==> config.mk <==
export PLATFORM = sky130hd
export DESIGN_NAME = mard_table
export DESIGN_NICKNAME = d
export VERILOG_FILES = /design/src/design/mard_pkg.sv /design/src/design/mard_table.sv
export SDC_FILE = /design/constraint.sdc
export NUM_CORES = 1
export LEC_CHECK = 0
export ABC_AREA = 0
export BUFFER_PORTS_ARGS = -buffer_cell sky130_fd_sc_hd__buf_2
export CORE_AREA = 8 8 670 672
export DETAILED_ROUTE_END_ITERATION = 16
export DIE_AREA = 0 0 678 680
export PLACE_DENSITY_LB_ADDON = 0.08
export SYNTH_ARGS = -nofsm -noshare
export SYNTH_HDL_FRONTEND = slang
export SYNTH_SLANG_ARGS = --single-unit
==> constraint.sdc <==
create_clock -name clk -period 0.8 [get_ports clk]
set_input_delay 0 -clock clk [delete_from_list [all_inputs] [get_ports clk]]
set_output_delay 0 -clock clk [all_outputs]
set_load 0.02 [all_outputs]
==> src/design/mard_pkg.sv <==
package mard_pkg;

    // Field widths of the transfer payloads
    localparam int CMD_W     = 2;
    localparam int ADDR_W    = 64;
    localparam int LENGTH_W  = 32;
    localparam int MODE_W    = 2;
    localparam int COMP_W    = 4;
    localparam int STATUS_W  = 3;

    // Defaults for the top-level parameters
    localparam int RANGE_ENTRIES_DEF   = 16;
    localparam int RANGE_SIZE_BITS_DEF = 32;

    // Command codes
    localparam logic [CMD_W-1:0] CMD_REGISTER = 2'd0;
    localparam logic [CMD_W-1:0] CMD_READ     = 2'd1;
    localparam logic [CMD_W-1:0] CMD_WRITE    = 2'd2;

    // Status codes
    localparam logic [STATUS_W-1:0] ST_OK      = 3'd0;
    localparam logic [STATUS_W-1:0] ST_OVERLAP = 3'd1;
    localparam logic [STATUS_W-1:0] ST_FULL    = 3'd2;
    localparam logic [STATUS_W-1:0] ST_MISS    = 3'd3;
    localparam logic [STATUS_W-1:0] ST_DENIED  = 3'd4;

    // Permission bits of a range
    localparam int PERM_READ_BIT  = 0;
    localparam int PERM_WRITE_BIT = 1;

    typedef struct packed {
        logic [STATUS_W-1:0] status;
        logic [COMP_W-1:0]   target;
        logic [LENGTH_W-1:0] offset;
    } result_t;

endpackage

==> src/design/mard_table.sv <==
module mard_table #(
    parameter int Entries = 16,
    parameter int SizeW   = 32,
    parameter int IdxW    = 4
) (
    input  logic                            clk,
    input  logic                            rst_n,
    input  logic                            wr_en,
    input  logic [IdxW-1:0]                 wr_idx,
    input  logic [mard_pkg::ADDR_W-1:0]     wr_base,
    input  logic [SizeW-1:0]                wr_size,
    input  logic [mard_pkg::MODE_W-1:0]     wr_perm,
    input  logic [mard_pkg::COMP_W-1:0]     wr_target,
    output logic [Entries-1:0]              entry_valid,
    output logic [mard_pkg::ADDR_W-1:0]     entry_base [Entries],
    output logic [SizeW-1:0]                entry_size [Entries],
    output logic [mard_pkg::MODE_W-1:0]     entry_perm [Entries],
    output logic [mard_pkg::COMP_W-1:0]     entry_target [Entries]
);
    import mard_pkg::*;

    logic [Entries-1:0] valid_reg;
    logic [ADDR_W-1:0]  base_reg   [Entries];
    logic [SizeW-1:0]   size_reg   [Entries];
    logic [MODE_W-1:0]  perm_reg   [Entries];
    logic [COMP_W-1:0]  target_reg [Entries];

    // Mark an entry as taken once a range lands in it
    always_ff @(posedge clk or negedge rst_n)
    begin
        if (!rst_n)
        begin
            valid_reg <= '0;
        end
        else if (wr_en)
        begin
            valid_reg[wr_idx] <= 1'b1;
        end
    end

    // Store the range fields; read only while the entry is valid
    always_ff @(posedge clk)
    begin
        if (wr_en)
        begin
            base_reg[wr_idx]   <= wr_base;
            size_reg[wr_idx]   <= wr_size;
            perm_reg[wr_idx]   <= wr_perm;
            target_reg[wr_idx] <= wr_target;
        end
    end

    assign entry_valid  = valid_reg;
    assign entry_base   = base_reg;
    assign entry_size   = size_reg;
    assign entry_perm   = perm_reg;
    assign entry_target = target_reg;

endmodule

==> results of run 1 <==
-- worst max path at each step --
| stage | cells past startpoint | from | to |
|---|---|---|---|
| after global routing | 2 | entry_base[718] | entry_base[718] |
| after global placement | 6 | wr_idx[2] | entry_size[50] |
| after detailed placement | 6 | wr_idx[2] | entry_size[50] |
| final | 1 | entry_base[799] | entry_base[799] |
| after floorplan | 2 | wr_idx[0] | entry_base[1000] |
| after CTS | 2 | entry_base[718] | entry_base[718] |
-- metrics by stage --
stage               cells  util (%)
global placement     9588      16.1
finish              10200      19.2
floorplan            1695         -
detailed placement   9588      16.1
global route        10100      19.2
CTS                 10100      19.0
-- state kept, by name, summed over array words and instances, names as in the netlist --
name,cells
entry_target,64
entry_base,1024
entry_perm,32
entry_size,512
entry_valid,16
-- cells by family (layout without fill, tap and decap cells) --
group	count (synthesis)	after routing	synth area share (%)
DFF	1648	1648	99.4
and+or+nand+nor	28	28	0.292
AOI/OAI and AO/OA	16	16	0.272
buffers and inverters	3	2663	0.0277
other	0	14	0
-- cell usage after synthesis, drive strengths merged --
master | instances | area (sq um)
edfxtp | 1632 | 49000
or2 | 1 | 6.26
nand3 | 2 | 10.0
nand2 | 1 | 3.75
nor2 | 16 | 60.1
buf | 2 | 10.0
clkbuf | 1 | 3.75
o21bai | 16 | 135
dfrtp | 16 | 400
or3b | 2 | 22.5
nand2b | 2 | 12.5
nand3b | 4 | 30.0
-- area by class of cell --
class / instances / area share [%]
clock buffers: 248 / 6.40
multi-input cells: 44 / 0.519
well taps: 5781 / 8.57
clock inverters: 127 / 1.12
flip-flops and latches: 1648 / 58.6
repair buffers: 2288 / 24.8
diodes: 14 / 0.0415
-- metal layers --
metal / vias up / global-route usage [%]
met5: - / 0
met2: 1316 / 22.8
met3: 339 / 4.78
met1: 15200 / 12.8
li1: 12000 / -
met4: 10 / 3.56
-- where the power goes --
part | total [uW] | internal [uW] | leakage (uW) | switching [uW]
registers | 97700 | 96900 | 0.0149 | 878
clock network | 90400 | 50900 | 0.00314 | 39400
logic | 12200 | 4480 | 0.0121 | 7750
-- timing repair --
item | 4_1_cts | 5_1_grt
resized for setup | 1391 | 502
hold endpoints to repair | 2105 | 4
buffers inserted | 0 | 0
endpoints found under the setup margin | 1648 | 3298
==> impl_summary.log, run 1 <==
[metrics] status: finished, violations left
[metrics] violated checks: setup timing
[metrics] dominant delay contributor by cell family on the critical path: flip-flops
[metrics] wire length of the first global-routing pass: 373 mm
[metrics] placeable core area: between 400000 and 500000 sq um
[metrics] Starting Density: 11.3%
[metrics] critical register-to-register path endpoint: entry_valid[0]
[metrics] worst slew slack as a fraction of its limit: 48.4%
[metrics] count of distinct cell types in the synthesized netlist: 13
[metrics] netlist area before placement: about 50000 sq um
[metrics] multi-input combinational cell area: approximately 440 sq um
[metrics] Worst Tran Pin Value: just under 0.8 ns
[metrics] clock latency reported for the late side of the worst-skew pair: between 0.8 and 0.9 ns
[metrics] #FFs+latches synth: around 1600
[metrics] DRT Pass-1 Iters: 5
[metrics] DRC: 0
[metrics] die outline area: between 400000 and 500000 sq um
[metrics] Max Freq: ~610 MHz
[metrics] Worst path slowest cell: sky130_fd_sc_hd__edfxtp_1
[metrics] arrival time of data at the critical path endpoint: between 1.5 and 2 ns
[metrics] Antenna Violating Nets Remaining: 0
[metrics] Layout Nets: 4300
[metrics] Worst setup EP type: output port
[metrics] maximum number of pins on one net before global-route repair: 23
[metrics] Clock Sink Count: between 1500 and 2000
[metrics] post-route standard cell area excluding fillers: roughly 84000 sq um
[metrics] worst setup path class: reg -> out
[metrics] Post-DP HPWL: roughly 230 mm
[metrics] post-place instance area: around 71000 sq um
[metrics] Num CTS Buffers: about 210
[metrics] via count: just under 30000
[metrics] portion of the clock cycle consumed by the worst path in the final layout: 204%
[metrics] fin crit period: about 1.6 ns
[metrics] number of antenna violations at the first check in global routing: 35
[metrics] std cell rows: ~240
[metrics] Worst R2R Start: entry_valid[0]
[metrics] largest driver fanout on the critical path: 1
[metrics] final-layout fill cell count: about 47000
[metrics] sequential element share of the synthesized area: between 90 and 100%
[metrics] vias in the first global route: around 31000
[metrics] vias per cell: roughly 2.8
[metrics] worst hold-check slack: between 0.07 and 0.08 ns
[metrics] Wirelength per Cell: approximately 29 um
[metrics] sink of the worst hold path: entry_base[86]
[metrics] global routing usage summed across all routing layers: about an eighth
[metrics] Total Wirelength: between 200 and 300 mm
[metrics] Critical Path, Cell by Cell: buf_6
[metrics] type of the worst min-delay path: in -> reg
[metrics] H-tree levels: 4
[metrics] total grt overflow: 0
[metrics] cell depth of the worst flop-to-flop path: 1
[metrics] start point of the worst min-delay path: wr_idx[0]
[metrics] post-route met1 wirelength: roughly 110 mm
[metrics] most common library cell in the layout ignoring fill and taps: sky130_fd_sc_hd__edfxtp_1
[metrics] CTS tree: yes
[metrics] clock buffer depth: 4
[metrics] Synth Instances: 1695
[metrics] startpoint class of the critical path: flip-flop
[metrics] setup slack after placement: -1.01 ns
[metrics] number of buffer cells added on primary ports: around 1800
[metrics] width of the die: ~680 um
[metrics] routability cong.: about 0.76
[metrics] Final Hold Vio Count: 0
[metrics] Total Neg Setup Slack: -1843.47 ns
[metrics] Avg Cell Area, Syn: 29.3 sq um
[metrics] number of instances on the worst hold path: 4
[metrics] fraction of final layout cells sized beyond drive strength 1: 55.8%
[metrics] number of max-cap violations: 0
[metrics] synth warn: 0
[metrics] # IOs: 1757
[metrics] leading cell types in the layout, fill and taps excluded: sky130_fd_sc_hd__edfxtp_1 (1632), sky130_fd_sc_hd__buf_2 (879), sky130_fd_sc_hd__buf_6 (867)
[metrics] clock transition at the registers of the reported paths: 0.06 ns
[metrics] minimum setup slack among reg-to-reg paths: around 0.050 ns
[metrics] post-route setup slack: -0.834 ns
[metrics] top layer reached by signal wires: met5
[metrics] max incr delay on CP: between 0.5 and 0.6 ns
[metrics] pins over their slew limit: 0
[metrics] Final setup viols: a little over 4000
[metrics] number of DRC violations after detailed-routing iteration 0: between 1500 and 2000
[metrics] RSZ-0062 raised after global routing: yes
[metrics] met2 routed wirelength: between 150 and 200 mm
[metrics] growth of design area from synthesis to finish: 69.8%
[metrics] Design Power: 200000 uW
[metrics] maximum resistive drop on vdd: 1820 uV
[metrics] sequential cell area in the final layout: between 40000 and 50000 sq um
[metrics] clock skew after layout: 0 ns
[metrics] met3 routed WL: around 25 mm
[metrics] power density normalized to cell area: between 2000 and 2500 nW/um^2
[metrics] buffering stage count on the worst path with inverters included: 1
[metrics] root cell of the clock tree: sky130_fd_sc_hd__clkbuf_16
[metrics] Post-Synthesis Net Count: between 1500 and 2000
[metrics] Worst Path Required: around 0.8 ns
[metrics] leakage dissipation: 0.0301 uW
[metrics] quantity of hold-fixing buffers added after cts: approximately 170
[metrics] Chip Height: approximately 680 um
(Power assumes the default switching activity.)
==> run 2: changes to the inputs <==
clock period = 1.95 ns   (was 0.8 ns; I/O delays follow)
==> run 2 against run 1 <==
The run still ends with setup timing left. Combinational power down 68%. First-iteration DRC count grew 3.2%. Cell count fell by 2.3%. Count of clock-buffer cells in the layout is 14 higher. Register-to-register slack better by 0.61 ns. Largest power group unchanged.
==> impl_summary.log, run 2 (synthesized netlist as in run 1, its figures left out) <==
[metrics] max incr delay on CP: 0.77 ns (+0.23 ns)
[metrics] Worst Tran Pin Value: 0.952 ns (+0.178 ns)
[metrics] global routing usage summed across all routing layers: 11.8% (-0.50 points)
[metrics] std cell rows: 244 (unchanged)
[metrics] number of instances on the worst hold path: 2 (-2)
[metrics] clock buffer depth: 4 (unchanged)
[metrics] vias per cell: 2.83 (-0.64%)
[metrics] number of flip-flops in the largest register: 1024 (unchanged)
[metrics] worst hold-check slack: 0.128 ns (+0.0529 ns)
[metrics] Starting Density: 11.3% (unchanged)
[metrics] Worst R2R Start: entry_valid[10]
[metrics] most common library cell in the layout ignoring fill and taps: sky130_fd_sc_hd__buf_2
[metrics] leakage dissipation: 0.0267 uW (-11%)
[metrics] Total Wirelength: 286 mm (-3.9%)
[metrics] total grt overflow: 0 (unchanged)
[metrics] Critical Path, Cell by Cell: dlygate4sd3_1 -> buf_2 -> nand2_4 -> dlygate4sd3_1 -> nor2_4 -> buf_12 -> buf_12
[metrics] Layout Nets: 4062 (-5.5%)
[metrics] start point of the worst min-delay path: wr_target[0]
[metrics] number of antenna violations at the first check in global routing: 36 (+2.9%)
[metrics] Num CTS Buffers: 210 (+0.48%)
[metrics] H-tree levels: 4 (unchanged)
[metrics] number of max-cap violations: 0 (unchanged)
[metrics] power density normalized to cell area: 1080 nW/um^2 (-54%)
[metrics] largest driver fanout on the critical path: 21 (+20)
[metrics] worst slew slack as a fraction of its limit: 36.3% (-12 points)
[metrics] post-place instance area: 68000 sq um (-3.9%)
[metrics] routability cong.: 0.740 (-2.4%)
[metrics] portion of the clock cycle consumed by the worst path in the final layout: 102%
[metrics] Antenna Violating Nets Remaining: 0 (unchanged)
[metrics] Worst Path Required: 2.49 ns (+1.69 ns)
[metrics] fraction of final layout cells sized beyond drive strength 1: 53.9% (-1.8 points)
[metrics] status: finished, violations left
[metrics] # IOs: 1757 (unchanged)
[metrics] Worst setup EP type: flip-flop
[metrics] vias in the first global route: 30100 (-4.0%)
[metrics] Final Hold Vio Count: 0 (unchanged)
[metrics] Max Freq: a little over 500 MHz
[metrics] pins over their slew limit: 0 (unchanged)
[metrics] Final setup viols: 15 (-99.6%)
[metrics] clock skew after layout: 0 ns (unchanged)
[metrics] via count: 28100 (-2.9%)
[metrics] die outline area: 461000 sq um (unchanged)
[metrics] DRT Pass-1 Iters: 4 (-1)
[metrics] cell depth of the worst flop-to-flop path: 2 (+1)
[metrics] type of the worst min-delay path: in -> reg
[metrics] clock transition at the registers of the reported paths: 0.06 ns (about the same)
[metrics] fin crit period: 1.98 ns
[metrics] Post-CTS Setup Repair Bufs: 0 (unchanged)
[metrics] leading cell types in the layout, fill and taps excluded: sky130_fd_sc_hd__buf_2 (1756), sky130_fd_sc_hd__edfxtp_1 (1632), sky130_fd_sc_hd__clkbuf_16 (210)
[metrics] maximum resistive drop on vdd: 635 uV (-65%)
[metrics] Clock Sink Count: 1648 (unchanged)
[metrics] growth of design area from synthesis to finish: 52.6%
[metrics] CP startpoint: wr_idx[1]
[metrics] CTS tree: yes
[metrics] Worst path slowest cell: sky130_fd_sc_hd__dlygate4sd3_1
[metrics] post-route standard cell area excluding fillers: 75800 sq um (-10%)
[metrics] RSZ-0062 raised after global routing: no
[metrics] Wirelength per Cell: 28.9 um (-1.6%)
[metrics] Post-DP HPWL: 218 mm (-5.2%)
[metrics] root cell of the clock tree: sky130_fd_sc_hd__clkbuf_16
[metrics] worst setup path class: in -> reg
[metrics] startpoint class of the critical path: input pin
[metrics] wire length of the first global-routing pass: 359 mm (-3.8%)
[metrics] width of the die: 678 um (unchanged)
[metrics] DRC: 0 (unchanged)
[metrics] clock latency reported for the late side of the worst-skew pair: 0.85 ns (-0.02 ns)
[metrics] arrival time of data at the critical path endpoint: 2.52 ns (+0.89 ns)
[metrics] violated checks: setup timing
[metrics] post-route setup slack: -0.0293 ns (+0.805 ns)
[metrics] final-layout fill cell count: 47800 (+1.6%)
[metrics] number of buffer cells added on primary ports: 1756 (unchanged)
[metrics] Chip Height: 680 um (unchanged)
[metrics] number of DRC violations after detailed-routing iteration 0: 1564 (+3.2%)
[metrics] maximum number of pins on one net before global-route repair: 49 (+110%)
[metrics] placeable core area: 439000 sq um (unchanged)
[run 2: changes by cell type in the layout (fill, tap and decap cells not counted), moves of 14 or more]
cell	change
sky130_fd_sc_hd__buf_12	-106
sky130_fd_sc_hd__clkbuf_1	+14
sky130_fd_sc_hd__buf_6	-866
sky130_fd_sc_hd__dlygate4sd3_1	-49
sky130_fd_sc_hd__clkinv_2	-22
sky130_fd_sc_hd__buf_4	-91
sky130_fd_sc_hd__buf_2	+877
[run 2: what timing repair did]
| item | in CTS | in global routing |
|---|---|---|
| hold buffers | 124 | 0 |
| endpoints found under the hold margin | 1985 | 0 |
| endpoints found under the setup margin | 1 | 0 |
| resized for setup | 1 | 0 |
[run 2: layer usage]
layer	vias to the layer above	GRT usage [%]	part of all wire, %
met3	366	4.66	8.6
li1	11600	-	-
met1	14900	11.9	35
met4	6	4.07	3.7
met5	-	0	0.013
met2	1264	22.0	53
[run 2: power by group]
group | internal (uW) | switching (uW)
Clock | 21900 | 16200
Combinational | 882 | 3050
Sequential | 39700 | 249
Total | 62500 | 19500
[run 2: cell type report]
cell class,instances,area [sq um],area share (%)
Clock buffer,262,5450,7.19
Antenna cell,20,50.0,0.0660
Tap cell,5781,7230,9.54
Timing Repair Buffer,2049,12200,16.1
Multi-Input combinational cell,44,438,0.577
Clock inverter,116,1070,1.41
Sequential cell,1648,49400,65.1
[run 2: final timing paths]
check,end,slack [ns]
max in group asynchronous,entry_valid[7],0.88
hold / removal,entry_target[36],0.13
hold reg to reg,entry_valid[2],0.48
setup / recovery,entry_base[41],-0.03
min in group asynchronous,entry_valid[9],0.47
setup reg to reg,entry_valid[10],0.66
[run 2: through the flow]
step / instances / util [%] / setup TNS, ns / total power (uW) / setup WS [ns]
detailed placement: 9398 / 15.5 / 0 / 44700 / 0.0800
CTS: 9900 / 17.3 / 0 / 83900 / 0.0557
floorplan: 1695 / - / -544.53 / 41800 / -0.449
global route: 9913 / 17.3 / 0 / 85100 / 0.0157
finish: 9920 / 17.3 / -0.267 / 82000 / -0.0293
global placement: 9398 / 15.5 / 0 / 44700 / 0.0797
[run 2: critical path, delay by kind of cell]
family | cells | cell delay (ns)
AND/OR/NAND/NOR | 2 | 0.34
buffers and inverters | 5 | 1.99
